$ cat src/rtl/assert_macros.svh
// assertion macros for the rtl file that carries checks
// no dependencies; define ASSERT_OFF to compile the checks away
`ifndef ASSERT_MACROS_SVH
`define ASSERT_MACROS_SVH
`ifndef ASSERT_OFF
// property must hold at every clock edge out of reset
`define ASSERT_AT(lbl, clk, rstn, prop) \
	lbl: assert property (@(posedge clk) disable iff (!rstn) (prop)) \
		else $error("assertion failed");
// consequent must hold whenever the antecedent holds
`define ASSERT_IMP(lbl, clk, rstn, ante, cons) \
	lbl: assert property (@(posedge clk) disable iff (!rstn) (ante) |-> (cons)) \
		else $error("implication failed");
// consequent must hold in the cycle after the antecedent holds
`define ASSERT_NEXT(lbl, clk, rstn, ante, cons) \
	lbl: assert property (@(posedge clk) disable iff (!rstn) (ante) |=> (cons)) \
		else $error("next-cycle implication failed");
`else
`define ASSERT_AT(lbl, clk, rstn, prop)
`define ASSERT_IMP(lbl, clk, rstn, ante, cons)
`define ASSERT_NEXT(lbl, clk, rstn, ante, cons)
`endif
`endif

$ cat src/rtl/lrufr_pkg.sv
// shared constants, request codes and controller/datapath bundles
// of the lru frame replacer; no dependencies
`default_nettype none
package lrufr_pkg;

	localparam int NUM_FRAMES  = 16;
	localparam int MAX_RESULTS = 16;
	localparam int MODE_W      = 3;
	localparam int FRAME_W     = 4;
	localparam int COUNT_W     = 5;

	// request codes
	localparam logic [MODE_W-1:0] MODE_VICTIM     = 3'd0;
	localparam logic [MODE_W-1:0] MODE_PIN        = 3'd1;
	localparam logic [MODE_W-1:0] MODE_UNPIN      = 3'd2;
	localparam logic [MODE_W-1:0] MODE_UNPIN_COLD = 3'd3;
	localparam logic [MODE_W-1:0] MODE_COLD_LIST  = 3'd4;

	// commands from the controller to the datapath
	typedef struct packed {
		logic load;       // capture the incoming item
		logic look;       // evaluate the request, prime the list walk
		logic unlink;     // take the target frame out of the order
		logic link1;      // first link write and end/count update
		logic link2;      // second link write of the new frame
		logic emit_one;   // load the single result of the request
		logic emit_list;  // load one cold-list result and step the walk
	} cmd_t;

	// status from the datapath to the controller
	typedef struct packed {
		logic do_unlink;
		logic do_link;
		logic list_go;
		logic list_last;
		logic out_free;
	} status_t;

endpackage
`default_nettype wire

$ cat src/rtl/lrufr_ctrl.sv
// sequencing state machine of the lru frame replacer
// depends on lrufr_pkg (cmd_t, status_t)
`default_nettype none
module lrufr_ctrl import lrufr_pkg::*; (
	input  wire logic    clk,
	input  wire logic    arst_n,
	input  wire logic    in_valid,
	output logic         in_ready,
	input  wire status_t st,
	output cmd_t         cmd
);

	localparam logic [2:0] S_IDLE   = 3'd0;
	localparam logic [2:0] S_LOOK   = 3'd1;
	localparam logic [2:0] S_UNLINK = 3'd2;
	localparam logic [2:0] S_LINK1  = 3'd3;
	localparam logic [2:0] S_LINK2  = 3'd4;
	localparam logic [2:0] S_EMIT   = 3'd5;
	localparam logic [2:0] S_LIST   = 3'd6;

	logic [2:0] state_q;
	logic [2:0] state_d;

	// next state and command decode
	always_comb begin
		state_d  = state_q;
		cmd      = '0;
		in_ready = 1'b0;
		case (state_q)
			S_IDLE: begin
				in_ready = 1'b1;
				if (in_valid) begin
					cmd.load = 1'b1;
					state_d  = S_LOOK;
				end
			end
			S_LOOK: begin
				cmd.look = 1'b1;
				if (st.do_unlink) begin
					state_d = S_UNLINK;
				end else if (st.do_link) begin
					state_d = S_LINK1;
				end else if (st.list_go) begin
					state_d = S_LIST;
				end else begin
					state_d = S_EMIT;
				end
			end
			S_UNLINK: begin
				cmd.unlink = 1'b1;
				state_d    = S_EMIT;
			end
			S_LINK1: begin
				cmd.link1 = 1'b1;
				state_d   = S_LINK2;
			end
			S_LINK2: begin
				cmd.link2 = 1'b1;
				state_d   = S_EMIT;
			end
			S_EMIT: begin
				if (st.out_free) begin
					cmd.emit_one = 1'b1;
					state_d      = S_IDLE;
				end
			end
			S_LIST: begin
				if (st.out_free) begin
					cmd.emit_list = 1'b1;
					if (st.list_last) begin
						state_d = S_IDLE;
					end
				end
			end
			default: begin
				state_d = S_IDLE;
			end
		endcase
	end

	// state register
	always_ff @(posedge clk or negedge arst_n) begin
		if (!arst_n) begin
			state_q <= S_IDLE;
		end else begin
			state_q <= state_d;
		end
	end

endmodule
`default_nettype wire

$ cat config.mk
export PLATFORM = sky130hd
export DESIGN_NAME = lrufr_ctrl
export DESIGN_NICKNAME = d
export VERILOG_FILES = /design/src/rtl/assert_macros.svh /design/src/rtl/lrufr_pkg.sv /design/src/rtl/lrufr_ctrl.sv
export SDC_FILE = /design/constraint.sdc
export NUM_CORES = 1
export LEC_CHECK = 0
export BUFFER_PORTS_ARGS = -buffer_cell sky130_fd_sc_hd__buf_2
export CORE_AREA = 2 2 39 41
export CTS_BUF_LIST = sky130_fd_sc_hd__clkbuf_8
export DETAILED_ROUTE_END_ITERATION = 8
export DIE_AREA = 0 0 41 43
export MAX_ROUTING_LAYER = met4
export PLACE_DENSITY_LB_ADDON = 0.25
export SLEW_MARGIN = 20
export SYNTH_ARGS = -nofsm -noshare
export SYNTH_HDL_FRONTEND = slang
export SYNTH_SLANG_ARGS = --single-unit
$ cat constraint.sdc
create_clock -name clk -period 1.6 [get_ports clk]
set_clock_uncertainty 0.1 [all_clocks]
set_input_delay 0 -clock clk [delete_from_list [all_inputs] [get_ports clk]]
set_output_delay 0 -clock clk [all_outputs]
set_load 0.01 [all_outputs]
# Yosys cells after proc, flatten, opt, wreduce, memory -nomap -nowiden
# Index checks and enable logic that the tools add are counted.
# word_totals
ff_bits,3
out_inout_bits,8
elab_cells,32
# classes
n_eq_ne,10
n_mux,18
reduce_logical,3
# op_table
operator,count
$mux 3,6
$pmux 3 s6,1
$mux 1,10
$eq 3x3->1 const B,3
$ne 2x2->1 const B,4
$eq 3x2->1 const B,2
$reduce_and 4->1,1
$eq 3x1->1 const B,1
$logic_not 3->1,1
$mux 2,1
$reduce_or 2->1,1

# Depth between registers and ports, before layout
# logic_depth
ltp_word,4
depth_mapped,4
depth_no_buf,3

# Worst setup path after synthesis
# OpenSTA, ideal clock, no wires.
# synth_path
path_type,register to register
startpoint,reg state_q[0]
endpoint,reg state_q[2]
setup_ns,0.126
t_arrival_ns,1.024
required_ns,1.374
path_slack_ns,0.350
stages_incl_launch_ff,5
synth_period_minus_slack_ns,1.250
path_cell_list,dfrtp_1 buf_6 nor4bb_1 a211o_1 o32a_1
# synth_between
elab_chain_len,3
word_cells_on_any_way,14
classes_between,10 x eq/ne; 1 x mux; 3 x reduce/logical
# synth_lines
item,line_no,rtl
start: declaration,lrufr_ctrl.sv:21,logic [2:0] state_q;
start signal: assignment,lrufr_ctrl.sv:86,state_q <= state_d;
$eq 3x3->1 (tied with other cells),lrufr_ctrl.sv:29,case (state_q)
$reduce_or 2->1 (no line) / $ne 2x2->1 (equally long branches),n/a,
$pmux 3 s6 / $reduce_and 4->1 (equally long branches),n/a,
# Several ways; a longest one is shown, not always the timed one.
# A chain may end at the register's enable or synchronous reset.

# Final worst setup path
# Ends and elaborated chain as after synthesis.

==> run metrics <==
outcome=complete, no violations; Synth area leaders=dfrtp_1 (28%), nor3b_1 (5.6%), nor3b_2 (4.7%); fin area=439 um^2; antenna violations before repair=0; H-tree depth=1; latest clock arrival within the worst-skew pair=210 ps; Chip Width=41 um; post-synth top area share=28.0%; VDD IR-drop max=703 uV; largest area contributor in the netlist=dfrtp_1; Bufs on Longest Clock Path=2; total grt overflow=0; synthesized instance count=30; via count=300; Final Hold Viols=0; final worst path period need=1370 ps; Data required, critical path=1590 ps; Worst setup SP type=flip-flop; worst-margin pin slew=314 ps; Pre-Repair DR Iteration Count=3; Unique masters post-synth=24; fin nets=around 60; Yosys warnings=0; die area=1760 um^2; Post-synth EDFFs=0; placed instance area=354 um^2; Slew Limit Fails=0; CP Capture Type=flip-flop; RR Endpoint=state_q[2]$_DFFE_PN0P_; fmax=about 730 MHz; WS Path Type=flip-flop to flip-flop; global-route track usage on met1=11.4%; Primary FF master, synth=dfrtp_1; total CTS buffers=3; adder-cell share of the synthesized area=0%; Clock Pin Slew Worst Setup and Hold Paths=around 30 ps; layout cells sized above 1=40.4%; crit path DAT=1370 ps; #FFs+latches synth=3; Post-Synth Simple-Gate Area=42.1%; Initial Util=19.3%; Critical R2R Launch=state_q[0]$_DFFE_PN0P_; area grow syn2layout=64.0%; worst r2r path cells=3; pwr dens=around 1700 nW/um^2; Post-Synth XOR/XNOR Area=0%; maxcap violations=0; RD Place Congestion=0.633; Syn Nets=38; CP Max Fanout=11; vias per inst=4.41; hpwl dp=465 um; biggest regs=state_q: 3 flops; CTS tree=built; Die Ht=43 um; drt wl/cell=between 9 and 10 um; vias in the first global route=266; core area=1380 um^2; Synth Area in Compound Gates=21.0%; clk sinks=3; Setup TNS Final=0 ps; ANT nets after route=0; Mapped Area=268 um^2; first-pass GRT wire length=1010 um; total routed wirelength=between 600 and 700 um; largest family of logic cells by synthesized area=simple AND/OR/NAND/NOR gates; PortBufs=15; # rows=14; syn_area_per_cell=8.93 um^2; post-synthesis mux area share=0%; Hold Path Class=input port to asynchronous set/reset pin; most used routing layer=met1; initial DRC count=1; Post-CTS Resized=0; max_slew headroom=78.8%; Biggest register=state_q; GR Util met2=10.6%; setup bufs post-CTS=0; leakage power=0.232 nW; endpoints failing setup=0; GR met3 Demand/Resource=4.71%; ANT cells=0; root buffer cell=clkbuf_8; # DRC=0; GR Util All Layers=8.98%; RSZ-0062 raised after global routing=false; Post-synth ARST share=100%; setup slack, reg-to-reg=230 ps; Final period util=approximately 86%; Seq/Total Area, Yosys=between 20% and 30%; largest net degree at the start of global routing=12; max FFs per register=3; IO Pins=16
[area by class of cell]
type / instances / area (um^2)
fill: 160 / 945
multi-input combinational: 24 / 169
timing repair buffer: 21 / 130
sequential: 3 / 75.1
clock buffer: 3 / 41.3
tap: 16 / 20.0
clock inverter: 1 / 3.75
[metal layers]
metal	wire length, um	share of wire, %
met5	0	0
met4	8	1.3
met3	57	9.1
met2	276	44
met1	287	46
[critical path: stages, from the launching register on]
cell and delay (ps):
dfrtp_1 480, and2b_1 250, a211o_1 270, o32a_1 160
[worst max-delay path by stage]
| stage | start | to | slack [ps] | depth (start not counted) |
|---|---|---|---|---|
| floorplan | state_q[0]$_DFFE_PN0P_ | state_q[2]$_DFFE_PN0P_ | 350 | 4 |
| detailed placement | state_q[0]$_DFFE_PN0P_ | state_q[2]$_DFFE_PN0P_ | 220 | 3 |
| global route | state_q[2]$_DFFE_PN0P_ | cmd[6] | 140 | 4 |
| global placement | state_q[0]$_DFFE_PN0P_ | state_q[2]$_DFFE_PN0P_ | 240 | 3 |
| finish | state_q[0]$_DFFE_PN0P_ | state_q[2]$_DFFE_PN0P_ | 230 | 3 |
| CTS | state_q[0]$_DFFE_PN0P_ | state_q[2]$_DFFE_PN0P_ | 220 | 3 |
[cell usage after synthesis (all sizes together), types with 2 or more instances]
cell / instances
nor3b: 3
nor3: 2
nand2: 2
dfrtp: 3
buf: 3
a21oi: 2
[where the power goes]
group / switching, W / total (W) / internal (W) / leakage (nW)
Sequential: 0.0000532 / 0.000166 / 0.000113 / 0.0365
Combinational: 0.000183 / 0.000389 / 0.000207 / 0.168
Clock: 0.0000477 / 0.000211 / 0.000163 / 0.0269
[cell families after synthesis]
kind of cell	after synthesis
AND/OR/NAND/NOR	16
AO/OA/AOI/OAI	8
flip-flops	3
buffers and inverters	3
[stage by stage]
| step | cells | hold slack, ps | power (W) | setup WS [ps] | util [%] |
|---|---|---|---|---|---|
| floorplan | 30 | -396 | 0.000462 | 350 | - |
| global placement | 60 | -300 | 0.000558 | 241 | 25.6 |
| detailed placement | 60 | -300 | 0.000555 | 222 | 25.6 |
| CTS | 68 | 2.82 | 0.000782 | 221 | 31.7 |
| global route | 68 | 22.1 | 0.000846 | 143 | 31.7 |
| finish | 68 | 7.83 | 0.000767 | 225 | 31.7 |
[repair_timing]
item / CTS / global route
hold buffers: 4 / 0
hold endpoints to repair: 4 / 0
endpoints found under the setup margin: 0 / 0
[cells in the final DEF, fill, tap and decap left out, types with 2 or more instances in the layout]
| master | n |
|---|---|
| dlygate4sd3_1 | 4 |
| nor3_1 | 2 |
| nor3b_1 | 2 |
| buf_4 | 2 |
| nand2_1 | 2 |
| dfrtp_1 | 3 |
| buf_2 | 15 |
| a21oi_1 | 2 |
| clkbuf_8 | 3 |
(Power assumes the default switching activity.)
