File: config.mk
export PLATFORM = sky130hd
export DESIGN_NAME = lrufr_dp
export DESIGN_NICKNAME = d
export VERILOG_FILES = /design/src/rtl/assert_macros.svh /design/src/rtl/lrufr_pkg.sv /design/src/rtl/lrufr_dp.sv
export SDC_FILE = /design/constraint.sdc
export NUM_CORES = 1
export LEC_CHECK = 0
export ABC_AREA = 1
export BUFFER_PORTS_ARGS = -buffer_cell sky130_fd_sc_hd__buf_2
export CAP_MARGIN = 10
export CORE_AREA = 2 2 104 206
export DETAILED_ROUTE_END_ITERATION = 10
export DIE_AREA = 0 0 106 208
export HOLD_SLACK_MARGIN = 0.12
export MAX_ROUTING_LAYER = met4
export SYNTH_ARGS = -nofsm -noshare
export SYNTH_HDL_FRONTEND = slang
export SYNTH_SLANG_ARGS = --single-unit
File: constraint.sdc
create_clock -name clk -period 4.9 [get_ports clk]
set_clock_uncertainty 0.1 [all_clocks]
set_input_delay 0.98 -clock clk [delete_from_list [all_inputs] [get_ports clk]]
set_output_delay 0.98 -clock clk [all_outputs]
set_load 0.01 [all_outputs]
File: src/rtl/assert_macros.svh
// assertion macros for the rtl file that carries checks
// no dependencies; define ASSERT_OFF to compile the checks away
`ifndef ASSERT_MACROS_SVH
`define ASSERT_MACROS_SVH
`ifndef ASSERT_OFF
// property must hold at every clock edge out of reset
`define ASSERT_AT(lbl, clk, rstn, prop) \
	lbl: assert property (@(posedge clk) disable iff (!rstn) (prop)) \
		else $error("assertion failed");
// consequent must hold whenever the antecedent holds
`define ASSERT_IMP(lbl, clk, rstn, ante, cons) \
	lbl: assert property (@(posedge clk) disable iff (!rstn) (ante) |-> (cons)) \
		else $error("implication failed");
// consequent must hold in the cycle after the antecedent holds
`define ASSERT_NEXT(lbl, clk, rstn, ante, cons) \
	lbl: assert property (@(posedge clk) disable iff (!rstn) (ante) |=> (cons)) \
		else $error("next-cycle implication failed");
`else
`define ASSERT_AT(lbl, clk, rstn, prop)
`define ASSERT_IMP(lbl, clk, rstn, ante, cons)
`define ASSERT_NEXT(lbl, clk, rstn, ante, cons)
`endif
`endif

File: src/rtl/lrufr_pkg.sv
// shared constants, request codes and controller/datapath bundles
// of the lru frame replacer; no dependencies
`default_nettype none
package lrufr_pkg;

	localparam int NUM_FRAMES  = 16;
	localparam int MAX_RESULTS = 16;
	localparam int MODE_W      = 3;
	localparam int FRAME_W     = 4;
	localparam int COUNT_W     = 5;

	// request codes
	localparam logic [MODE_W-1:0] MODE_VICTIM     = 3'd0;
	localparam logic [MODE_W-1:0] MODE_PIN        = 3'd1;
	localparam logic [MODE_W-1:0] MODE_UNPIN      = 3'd2;
	localparam logic [MODE_W-1:0] MODE_UNPIN_COLD = 3'd3;
	localparam logic [MODE_W-1:0] MODE_COLD_LIST  = 3'd4;

	// commands from the controller to the datapath
	typedef struct packed {
		logic load;       // capture the incoming item
		logic look;       // evaluate the request, prime the list walk
		logic unlink;     // take the target frame out of the order
		logic link1;      // first link write and end/count update
		logic link2;      // second link write of the new frame
		logic emit_one;   // load the single result of the request
		logic emit_list;  // load one cold-list result and step the walk
	} cmd_t;

	// status from the datapath to the controller
	typedef struct packed {
		logic do_unlink;
		logic do_link;
		logic list_go;
		logic list_last;
		logic out_free;
	} status_t;

endpackage
`default_nettype wire

File: src/rtl/lrufr_dp.sv
// datapath of the lru frame replacer: link memories, presence flags,
// list ends, frame count and the result register; depends on lrufr_pkg
`default_nettype none
module lrufr_dp import lrufr_pkg::*; (
	input  wire logic               clk,
	input  wire logic               arst_n,
	input  wire logic [MODE_W-1:0]  mode,
	input  wire logic [FRAME_W-1:0] frame_in,
	input  wire logic [COUNT_W-1:0] count,
	input  wire cmd_t               cmd,
	output status_t                 st,
	output logic                    out_valid,
	input  wire logic               out_ready,
	output logic [FRAME_W-1:0]      frame_out,
	output logic                    found,
	output logic                    last,
	output logic [COUNT_W-1:0]      evictable_count
);

	// link memories, no reset
	logic [FRAME_W-1:0] next_mem [NUM_FRAMES];
	logic [FRAME_W-1:0] prev_mem [NUM_FRAMES];
	logic [FRAME_W-1:0] next_rd_q;
	logic [FRAME_W-1:0] prev_rd_q;

	logic               next_we;
	logic [FRAME_W-1:0] next_wa;
	logic [FRAME_W-1:0] next_wd;
	logic               prev_we;
	logic [FRAME_W-1:0] prev_wa;
	logic [FRAME_W-1:0] prev_wd;
	logic [FRAME_W-1:0] prev_ra;

	// control state
	logic [NUM_FRAMES-1:0] flag_q;
	logic [FRAME_W-1:0]    recent_q;
	logic [FRAME_W-1:0]    cold_q;
	logic [COUNT_W-1:0]    total_q;
	logic                  out_valid_q;

	// request registers
	logic [MODE_W-1:0]  mode_q;
	logic [FRAME_W-1:0] tgt_q;
	logic [COUNT_W-1:0] count_q;
	logic               found_q;
	logic [COUNT_W-1:0] rem_q;

	// result register
	logic [FRAME_W-1:0] frame_out_q;
	logic               found_out_q;
	logic               last_q;
	logic [COUNT_W-1:0] count_out_q;

	logic               frame_ok;
	logic               flag_hit;
	logic               is_victim;
	logic               is_link;
	logic               to_cold;
	logic               at_recent;
	logic               at_cold;
	logic [COUNT_W-1:0] list_n;
	logic [COUNT_W-1:0] cap_a;
	logic               out_free;

	// request decode
	assign frame_ok  = {1'b0, tgt_q} < (FRAME_W + 1)'(NUM_FRAMES);
	assign flag_hit  = flag_q[tgt_q];
	assign is_victim = mode_q == MODE_VICTIM;
	assign is_link   = (mode_q == MODE_UNPIN) || (mode_q == MODE_UNPIN_COLD);
	assign to_cold   = mode_q == MODE_UNPIN_COLD;
	assign at_recent = recent_q == tgt_q;
	assign at_cold   = cold_q == tgt_q;

	// cold list length: smallest of count, total and the result limit
	assign cap_a  = (count_q < total_q) ? count_q : total_q;
	assign list_n = (cap_a < COUNT_W'(MAX_RESULTS)) ? cap_a : COUNT_W'(MAX_RESULTS);

	assign out_free = !out_valid_q || out_ready;

	assign st.do_unlink = (is_victim && (total_q != '0)) ||
		((mode_q == MODE_PIN) && frame_ok && flag_hit);
	assign st.do_link   = is_link && frame_ok && !flag_hit;
	assign st.list_go   = (mode_q == MODE_COLD_LIST) && (list_n != '0);
	assign st.list_last = rem_q == COUNT_W'(1);
	assign st.out_free  = out_free;

	// link write selection
	always_comb begin
		next_we = 1'b0;
		next_wa = tgt_q;
		next_wd = tgt_q;
		prev_we = 1'b0;
		prev_wa = tgt_q;
		prev_wd = tgt_q;
		if (cmd.unlink) begin
			if (at_recent && at_cold) begin
				next_we = 1'b0;
			end else if (at_recent) begin
				prev_we = 1'b1;
				prev_wa = next_rd_q;
				prev_wd = next_rd_q;
			end else if (at_cold) begin
				next_we = 1'b1;
				next_wa = prev_rd_q;
				next_wd = prev_rd_q;
			end else begin
				next_we = 1'b1;
				next_wa = prev_rd_q;
				next_wd = next_rd_q;
				prev_we = 1'b1;
				prev_wa = next_rd_q;
				prev_wd = prev_rd_q;
			end
		end else if (cmd.link1) begin
			if (total_q == '0) begin
				next_we = 1'b1;
				prev_we = 1'b1;
			end else if (to_cold) begin
				next_we = 1'b1;
				next_wa = cold_q;
				next_wd = tgt_q;
				prev_we = 1'b1;
				prev_wd = cold_q;
			end else begin
				prev_we = 1'b1;
				prev_wa = recent_q;
				prev_wd = tgt_q;
				next_we = 1'b1;
				next_wd = recent_q;
			end
		end else if (cmd.link2) begin
			// the new frame points at itself on its open side
			next_we = to_cold;
			prev_we = !to_cold;
		end
	end

	// the walk reads ahead from the fetched link while it emits
	assign prev_ra = cmd.emit_list ? prev_rd_q : tgt_q;

	always_ff @(posedge clk) begin
		if (next_we) begin
			next_mem[next_wa] <= next_wd;
		end
		next_rd_q <= next_mem[tgt_q];
	end

	always_ff @(posedge clk) begin
		if (prev_we) begin
			prev_mem[prev_wa] <= prev_wd;
		end
		prev_rd_q <= prev_mem[prev_ra];
	end

	// order state: flags, ends, count
	always_ff @(posedge clk or negedge arst_n) begin
		if (!arst_n) begin
			flag_q   <= '0;
			recent_q <= '0;
			cold_q   <= '0;
			total_q  <= '0;
		end else if (cmd.unlink) begin
			if (at_recent && at_cold) begin
				recent_q <= '0;
				cold_q   <= '0;
			end else if (at_recent) begin
				recent_q <= next_rd_q;
			end else if (at_cold) begin
				cold_q <= prev_rd_q;
			end
			flag_q[tgt_q] <= 1'b0;
			if (total_q != '0) begin
				total_q <= total_q - COUNT_W'(1);
			end
		end else if (cmd.link1) begin
			if (total_q == '0) begin
				recent_q <= tgt_q;
				cold_q   <= tgt_q;
			end else if (to_cold) begin
				cold_q <= tgt_q;
			end else begin
				recent_q <= tgt_q;
			end
			flag_q[tgt_q] <= 1'b1;
			total_q       <= total_q + COUNT_W'(1);
		end
	end

	// request capture; victim and cold list start at the cold end
	always_ff @(posedge clk) begin
		if (cmd.load) begin
			mode_q  <= mode;
			count_q <= count;
			if ((mode == MODE_VICTIM) || (mode == MODE_COLD_LIST)) begin
				tgt_q <= cold_q;
			end else begin
				tgt_q <= frame_in;
			end
		end else if (cmd.emit_list) begin
			tgt_q <= prev_rd_q;
		end
		if (cmd.look) begin
			found_q <= is_victim && (total_q != '0);
			rem_q   <= list_n;
		end else if (cmd.emit_list) begin
			rem_q <= rem_q - COUNT_W'(1);
		end
	end

	// result register
	always_ff @(posedge clk or negedge arst_n) begin
		if (!arst_n) begin
			out_valid_q <= 1'b0;
		end else if (cmd.emit_one || cmd.emit_list) begin
			out_valid_q <= 1'b1;
		end else if (out_ready) begin
			out_valid_q <= 1'b0;
		end
	end

	always_ff @(posedge clk) begin
		if (cmd.emit_one) begin
			frame_out_q <= found_q ? tgt_q : '0;
			found_out_q <= found_q;
			last_q      <= 1'b1;
			count_out_q <= total_q;
		end else if (cmd.emit_list) begin
			frame_out_q <= tgt_q;
			found_out_q <= 1'b1;
			last_q      <= rem_q == COUNT_W'(1);
			count_out_q <= total_q;
		end
	end

	assign out_valid       = out_valid_q;
	assign frame_out       = frame_out_q;
	assign found           = found_out_q;
	assign last            = last_q;
	assign evictable_count = count_out_q;

endmodule
`default_nettype wire

# After elaboration in Yosys (flattened, before gate mapping)
# Memory sizes are Yosys's and may differ from the RTL's. A register that Yosys moved wholly into a read port is not among the register bits.
# Index checks and enable logic that the tools add are counted.
# word_totals
register_bits,59
mem_bits_rw,128
input_bits,22
out_inout_bits,17
word_cells,140
memories,2
# mem_list
memory,depth,width,rd,rd_clocked_by_memory_dff,write_ports,line_no,rtl
next_mem,16,4,1,1,1,lrufr_dp.sv:21,logic [FRAME_W-1:0] next_mem [NUM_FRAMES];
prev_mem,16,4,1,1,1,lrufr_dp.sv:22,logic [FRAME_W-1:0] prev_mem [NUM_FRAMES];
# classes
n_addsub,3
magnitude_cmp,4
n_eq_ne,13
mux,74
bitwise,3
n_reduce_logical,27
# op_table
cell,n
4-bit two-way mux,40
5-bit two-way mux,9
16-bit two-way mux,2
1-bit two-way mux,21
16-bit AND,1
16-bit NOT,1
16-bit OR,1
5-bit nonzero test,2
"5-bit by 1-bit subtractor with 5-bit output, second input constant",2
4-bit equality test,2
2-bit nonzero test,4
"3-bit by 2-bit equality test with 1-bit output, second input constant",2
"3-bit equality test, second input constant",2
1-bit logical AND,6
3-bit logical NOT,2
"3-bit by 1-bit inequality test with 1-bit output, second input constant",2
"3-bit by 2-bit inequality test with 1-bit output, second input constant",2
"5-bit by 1-bit adder with 5-bit output, second input constant",1
"5-bit by 1-bit equality test with 1-bit output, second input constant",1
5-bit logical NOT,1
1-bit logical OR,5
"4-bit by 5-bit < comparator with 1-bit output, second input constant",1
5-bit < comparator,1
"5-bit < comparator, second input constant",1
10 further kinds,12

# Depth between registers and ports, before layout
# Gate-level depths: netlist (run 1).
# logic_depth
word_depth,7
ltp_mapped,14
depth_no_buf,12

# Least setup slack after synthesis (run 1)
# Ideal clock, no wire load.
# synth_path
path_type,flip-flop to output port
startpoint,register total_q[4]
endpoint,output st[2] (netlist name)
arrival_time_ps,1717
t_required_ps,3820
setup_slack_ps,2103
stages_incl_launch_ff,8
path_buffers,0
path_cell_list,dfrtp_1 > inv_1 > ha_1 > a21oi_1 > nand3_2 > o21ai_1 > o21ai_0 > a21oi_1
# synth_lines
item,line_no,rtl
start: declaration,lrufr_dp.sv:38,logic [COUNT_W-1:0] total_q;
start signal: assignment,lrufr_dp.sv:173,total_q <= total_q - COUNT_W'(1);
start signal: assignment,lrufr_dp.sv:185,total_q <= total_q + COUNT_W'(1);
end: declaration,lrufr_dp.sv:11,"output status_t st,"

==> results of run 1 <==
## power by group through the flow
stage | combinational (mW) | clock, mW | sequential, mW
floorplan | 1.32 | 0 | 2.51
global placement | 1.81 | 0 | 2.59
detailed placement | 1.83 | 0 | 2.59
CTS | 1.84 | 1.30 | 2.56
global route | 2.07 | 1.37 | 2.59
finish | 1.83 | 1.28 | 2.55
## placed cells by master (no fill, tap or decap), types with 7 or more instances in the layout
master     synthesis  layout
nand2_1          189     189
edfxtp_1         152     152
nor2_1            66      66
inv_1             62      62
o21ai_0           59      59
a21oi_1           50      50
a22oi_1           41      41
buf_2             14      38
nand3_1           37      37
dfrtp_1           30      30
o211ai_1          28      28
nand2_2           19      19
clkbuf_16          0      17
dfxtp_1           13      13
o21ai_1           11      11
nand4_1           11      11
buf_4              7      11
a31oi_1           10      10
inv_2             10      10
ha_1               9       9
nand3_2            7       7
## worst register-to-register path, stage by stage (launching register included)
cell     delay, ns
dfxtp_1       0.67
inv_1         0.29
nand2_1       0.11
nand2_1       0.09
nor2_4        0.16
nand2_2       0.20
nand2_1       0.15
nand2_1       0.08
nand2_1       0.06
nand2_1       0.15
inv_1         0.16
nand3_1       0.14
nor2_1        0.41
## per-stage QoR
stage	utilization (%)	worst slack, ns	power, mW	cell area [sq um]
floorplan	-	2.10	3.82	9000
global placement	45.9	1.48	4.39	9400
detailed placement	45.9	1.51	4.42	9400
CTS	48.5	1.07	5.70	9930
global route	48.6	0.854	6.03	9940
finish	48.6	1.07	5.67	9940
## final cells by class
| type | instances | area share, % |
|---|---|---|
| Sequential cell | 195 | 56.1 |
| Clock buffer | 19 | 4.36 |
| Multi-Input combinational cell | 567 | 29.6 |
| Inverter | 75 | 2.86 |
| Tap cell | 266 | 3.35 |
| Clock inverter | 13 | 0.970 |
| Timing Repair Buffer | 49 | 2.74 |
## cells by family (layout without fill, tap and decap cells)
logic type,count (synthesis),after routing
flops,195,195
buf+inv,111,156
xor+xnor,5,5
simple gates,343,343
compound gates,209,209
fa+ha+maj,10,10
## final timing paths
check | slack, ns | end | startpoint
setup / recovery | 1.07 | st[4] | tgt_q[0]
setup reg to reg | 1.77 | prev_mem[9][2] | tgt_q[1]
min in group asynchronous | 0.48 | async pin | arst_n
max in group asynchronous | 3.73 | total_q[2] | arst_n
hold reg to reg | 0.38 | last | last
hold / removal | 0.38 | last | last
## state kept, by name, summed over array words and instances, names as in the netlist, 5 cells and up, named ones only
name and flops:
count_q 5, next_mem 64, evictable_count 5, prev_mem 64
total_q 5, rem_q 5
## metal layers
| metal | share of wire (%) | wire (microns) | up-vias |
|---|---|---|---|
| li1 | - | - | 3126 |
| met1 | 36 | 7950 | 3084 |
| met2 | 57 | 12500 | 172 |
| met3 | 3.5 | 760 | 50 |
| met4 | 3.7 | 805 | 0 |
| met5 | 0 | 0 | - |
==> reports/results.tsv, run 1 <==
stage	metric	value	unit
outcome	status	finished, final reports clean	
logic_synthesis	yosys-top-cells-count	nand2_1, edfxtp_1, nor2_1	
floorplanning	pin_count	39	
layout	diodes	0	
logic_synthesis	synth_cell_types	38	
sta	worst_pin_slew	1.07	ns
floorplanning	coreArea	20500	sq um
grt	use_met1	21.1	%
detailed_routing	routed_wl	22000	microns
floorplanning	dieArea	22000	sq um
layout	fin_cells	1184	
power_and_ir_drop	combinationalPowerShare	32.3	%
placed_design	finalWeightedCongestion	0.951	
logic_synthesis	synth.area.mux_share	0	%
detailed_routing	ant_nets	0	
sta	finalSetupViolCount	0	
logic_synthesis	synth_edf_count	152	
sta	timing.final.crit_share	78.1	%
clocking	clkTransAtPathRegs	0.07	ns
setup_path	worst-path-stages	10	
logic_synthesis	yosys-top-cells-area	edfxtp_1, dfrtp_1, nand2_1, a22oi_1, o21ai_0	
layout	seqCellArea	5580	sq um
clocking	cts_inserted_buffers	17	
logic_synthesis	yosysWarnings	0	
layout	multi_input_area	2940	sq um
floorplanning	die_w	106	microns
detailed_routing	num_vias	6432	
detailed_routing	wl_per_cell	18.6	microns
grt	grtUsageMet2	40.2	%
logic_synthesis	synth.avg_cell_area	10.3	sq um
clocking	clk_path_buf_depth	2	
logic_synthesis	synth_largest_area_cell	edfxtp_1	
setup_path	crit_path_max_fanout	13	
logic_synthesis	synthArstFlopShare	15.4	%
clocking	cts.htree.levels	4	
min_path	hold_path_class	register to register	
sta	whs	0.382	ns
min_path	hold_depth	2	
setup_path	cp_slowest_cell	nor2_1	
power_and_ir_drop	power.leakage	3.91	nW
setup_path	crit_family	simple AND/OR/NAND/NOR gates	
logic_synthesis	synth_xor_area_share	0.486	%
setup_path	worst-r2r-cell-count	12	
power_and_ir_drop	seqPwrFrac	45.1	%
clocking	cts_resized	0	
logic_synthesis	postSynthCellCount	873	
power_and_ir_drop	ir_drop	298	uV
run	max_cap_viol_count	0	
logic_synthesis	yosys_register_bits	195	
clocking	cts_tree	done	
clocking	clock_latency	0.45	ns
floorplanning	initial_core_util	44.0	%
sta	hold_viol	0	
grt	grt_pass1_vias	6560	
logic_synthesis	synth.most_common_cell	nand2_1	
grt	overflow	0	
placed_design	dpl.hpwl	16200	microns
placed_design	placedCellCount	1151	
logic_synthesis	synth_area	9000	sq um
floorplanning	rows	74	
sta	rsz0062_at_grt	false	
grt	grt_pass1_wl	34500	microns
clocking	cts-root-buf	clkbuf_16	
setup_path	crit_top_cell	nand2_1	
layout	drive_above_1_share	13.9	%
power_and_ir_drop	p_per_area	570	nW/um^2
detailed_routing	drt_pass1_iterations	7	
placed_design	port_buffers	38	
setup_path	crit_arrival	2.75	ns
sta	tns	0	ns
layout	area_delta_synth_final	10.4	%
detailed_routing	first_iter_violations	442	
floorplanning	fp.dieH	208	microns
detailed_routing	routed_via_density	5.43	
logic_synthesis	synth_adder_area_share	1.47	%
clocking	clock-sinks	195	
logic_synthesis	yosysSeqAreaShare	61.9	%
power_and_ir_drop	clkPwrFrac	22.7	%
power_and_ir_drop	p_int	3.53	mW
grt	met3_usage	3.76	%
setup_path	cpPeakStageDelay	0.83	ns
grt	grt_max_degree	50	
layout	final.fill_count	1930	
setup_path	crit_buf_inv	3	
sta	relSlewSlack	28.7	%
layout	nets	937	
sta	fmax	261	MHz
clocking	post_cts_buffers	0	
power_and_ir_drop	p_switching	2.13	mW
logic_synthesis	synth_nets	905	
grt	antenna_found_initial	0	
logic_synthesis	synth_top_family_by_area	simple AND/OR/NAND/NOR gates	
grt	globalRoute.busiestLayer	met2	
setup_path	crit_path_end_kind	output pin	
logic_synthesis	synth-compound-area-share	14.1	%
setup_path	worstPathCellList	buf_4 -> inv_1 -> nor2_1 -> a22oi_1 -> nand2_1 -> nand2_1 -> nand2_1 -> nor2_1 -> o21ai_0 -> buf_2	
logic_synthesis	yosysTopAreaCellShare	50.7	%
setup_path	required	3.82	ns
setup_path	critPathKind	register to output pin	
detailed_routing	drc_errors	0	
logic_synthesis	synth_simple_gate_area_share	16.6	%
clocking	cts_hold_buf	0	
grt	grt_util_all_layers	21.4	%
logic_synthesis	ys.flop_type	edfxtp_1	
setup_path	cp-start-kind	register	
sta	slew_violations	0	
sta	min_period	3.83	ns
power_and_ir_drop	switching_share	37.6	%
Note: power is estimated with default switching activity, not from simulation.
==> run 2, diff against run 1 <==
ABC_AREA = 0   (was 1)
CORE_AREA = 2 2 104 207   (was 2 2 104 206)
DIE_AREA = 0 0 106 209   (was 0 0 106 208)
clock period = 3.45 ns   (was 4.9 ns; I/O delays follow)
==> run 2 against run 1 <==
Core utilization is 0.93 points higher; worst hold slack worse by 0.19 ns; setup slack worse by 0.82 ns; wire length is 4.2% lower; synthesized cell count is 16% lower; flip-flop and latch count stayed put; count of clock-buffer cells in the layout is 2 lower; critical path type unchanged; highest routed layer unchanged.
==> reports/results.tsv, run 2 <==
stage	metric	value	unit	change
logic_synthesis	yosys-top-cells-area	edfxtp_1, dfrtp_1, mux4_2, nand2_1, dfxtp_1		
power_and_ir_drop	p_per_area	863	nW/um^2	+51%
clocking	post_cts_buffers	0		unchanged
clocking	cts-root-buf	clkbuf_16		
setup_path	crit_buf_inv	1		-2
logic_synthesis	yosys_register_bits	195		unchanged
detailed_routing	ant_nets	0		unchanged
detailed_routing	wl_per_cell	20.2	microns	+8.4%
setup_path	crit_family	multiplexers		
layout	finalInstanceArea	10300	sq um	+3.3%
clocking	clock-sinks	195		unchanged
setup_path	cpPeakStageDelay	0.55	ns	-0.28 ns
setup_path	crit_top_cell	mux4_2		
grt	antenna_found_initial	0		unchanged
logic_synthesis	yosysSeqAreaShare	60.8	%	-1.1 points
grt	overflow	0		unchanged
clocking	cts_inserted_buffers	17		unchanged
setup_path	cp_slowest_cell	mux4_2		
clocking	cts_tree	done		
layout	diodes	0		unchanged
power_and_ir_drop	finalPower	8.86	mW	+56%
grt	grt_util_all_layers	20.4	%	-1.0 points
logic_synthesis	synth_largest_area_cell	edfxtp_1		
logic_synthesis	synth_cell_types	62		+63%
sta	tns	0	ns	unchanged
logic_synthesis	postSynthCellCount	734		-16%
clocking	cts.htree.levels	4		unchanged
logic_synthesis	synth_area	9170	sq um	+1.8%
logic_synthesis	synth.avg_cell_area	12.5	sq um	+21%
floorplanning	die_w	106	microns	unchanged
sta	finalSetupViolCount	0		unchanged
setup_path	crit_path_end_kind	output pin		
grt	grt_pass1_vias	5886		-10%
layout	area_delta_synth_final	12.0	%	
outcome	status	finished, final reports clean		
power_and_ir_drop	ir_drop	439	uV	+47%
sta	rsz0062_at_grt	false		
detailed_routing	drt_pass1_iterations	5		-2
layout	final.fill_count	1814		-6.0%
sta	fmax	313	MHz	
floorplanning	dieArea	22200	sq um	+0.48%
clocking	cts_hold_buf	0		unchanged
layout	top_regs	next_mem (64), prev_mem (64)		
logic_synthesis	synth.most_common_cell	edfxtp_1		
layout	utilization	49.5	%	+0.93 points
run	max_cap_viol_count	0		unchanged
sta	worst_pin_slew	0.708	ns	-0.357 ns
logic_synthesis	yosysWarnings	0		unchanged
detailed_routing	drc_errors	0		unchanged
logic_synthesis	yosys-top-cells-count	edfxtp_1, nand2_1, nor2_1		
clocking	clkTransAtPathRegs	0.07	ns	about the same
setup_path	worstPathCellList	mux4_2 -> mux4_2 -> nor3b_1 -> buf_2		
setup_path	critPathKind	register to output pin		
detailed_routing	routed_wl	21100	microns	-4.2%
clocking	clk_path_buf_depth	2		unchanged
min_path	hold_path_class	input pin to async pin		
sta	slew_violations	0		unchanged
placed_design	placed_area	9680	sq um	+2.9%
logic_synthesis	synthArstFlopShare	15.4	%	unchanged
logic_synthesis	ys.flop_type	edfxtp_1		
grt	grt_pass1_wl	33100	microns	-4.1%
floorplanning	initial_core_util	44.2	%	+0.20 points
sta	relSlewSlack	52.7	%	+24 points
grt	grt_max_degree	34		-32%
logic_synthesis	synth_edf_count	152		unchanged
setup_path	crit_path_max_fanout	12		-1
layout	mostFrequentLayoutCell	edfxtp_1		
logic_synthesis	yosysTopAreaCellShare	49.8	%	-0.90 points
setup_path	required	2.66	ns	-1.16 ns
placed_design	port_buffers	38		unchanged
logic_synthesis	synth_nets	766		-15%
setup_path	worst-path-stages	4		-6
sta	min_period	3.19	ns	
floorplanning	rows	75		+1.4%
detailed_routing	routed_via_density	5.77		+6.2%
setup_path	worst-r2r-cell-count	6		-6
detailed_routing	first_iter_violations	531		+20%
layout	nets	796		-15%
floorplanning	fp.dieH	209	microns	+0.48%
detailed_routing	num_vias	6035		-6.2%
placed_design	finalWeightedCongestion	0.907		-4.6%
placed_design	dpl.hpwl	14400	microns	-11%
layout	layout_common_cells	edfxtp_1, nand2_1, nor2_1		
layout	drive_above_1_share	17.4	%	+3.4 points
setup_path	crit_arrival	2.40	ns	-0.35 ns
sta	timing.final.crit_share	92.5	%	
sta	hold_viol	0		unchanged
setup_path	cp-start-kind	register		
floorplanning	coreArea	20700	sq um	+1.4%
power_and_ir_drop	power.leakage	3.65	nW	-6.8%
clocking	clock_latency	0.44	ns	about the same
floorplanning	pin_count	39		unchanged
run 2: cell count changes after synthesis, moves of 24 or more:
cell      change
nand3_1      -27
a22oi_1      -40
a211oi_1     +24
nand2_1     -118
inv_1        -49
mux4_2       +25
clkbuf_1     +24
mux2i_1      +24
run 2: kinds of logic (layout without fill, tap and decap cells):
logic type	after synthesis	after routing	synth area share [%]
AO/OA/AOI/OAI	171	171	12.1
XOR/XNOR	15	15	1.43
adder cells (fa/ha/maj)	10	10	1.45
buffers and inverters	65	108	2.93
flip-flops	195	195	60.8
multiplexers	53	53	9.25
AND/OR/NAND/NOR	225	225	12.0
run 2: power breakdown:
part | leakage, nW | internal (mW) | total, mW | switching [mW]
Combinational | 1.49 | 1.18 | 3.06 | 1.89
Sequential | 1.87 | 3.39 | 3.85 | 0.454
Clock | 0.280 | 1.03 | 1.95 | 0.921
Total | 3.65 | 5.60 | 8.86 | 3.26
run 2: area by class of cell:
cell class | instances | area (sq um) | area share (%)
Clock buffer | 17 | 425 | 4.14
Clock inverter | 15 | 164 | 1.60
Inverter | 13 | 48.8 | 0.475
Multi-Input combinational cell | 474 | 3340 | 32.5
Sequential cell | 195 | 5580 | 54.3
Tap cell | 269 | 337 | 3.28
Timing Repair Buffer | 63 | 378 | 3.68
run 2: layer usage:
| metal | share of wire [%] | track usage, % | vias up |
|---|---|---|---|
| li1 | - | - | 2836 |
| met1 | 41 | 24.6 | 2983 |
| met2 | 52 | 33.9 | 177 |
| met3 | 4.2 | 3.56 | 39 |
| met4 | 2.7 | 8.67 | 0 |
| met5 | 0 | - | - |
run 2: stage by stage:
stage	hold slack, ns	instances	worst slack [ns]
2_1_floorplan	0.294	734	0.628
3_3_place_gp	0.382	1014	0.484
3_5_place_dp	0.390	1014	0.357
4_1_cts	0.214	1046	0.145
5_1_grt	0.246	1046	0.132
6_report	0.191	1046	0.257
run 2: path summary, 6_finish.rpt:
kind                            start               to  slack [ns]
max                          tgt_q[0]            st[3]        0.26
min                            arst_n       total_q[4]        0.19
max reg2reg                total_q[0]  prev_mem[14][0]        0.31
min reg2reg                  register         register        0.41
max in group asynchronous      arst_n        async pin        2.60
min in group clk             count[3]       count_q[3]        0.33
run 2: repair_timing:
action	in CTS	in global routing
setup endpoints to repair	0	1
hold endpoints to repair	0	0
gates resized for setup	0	1
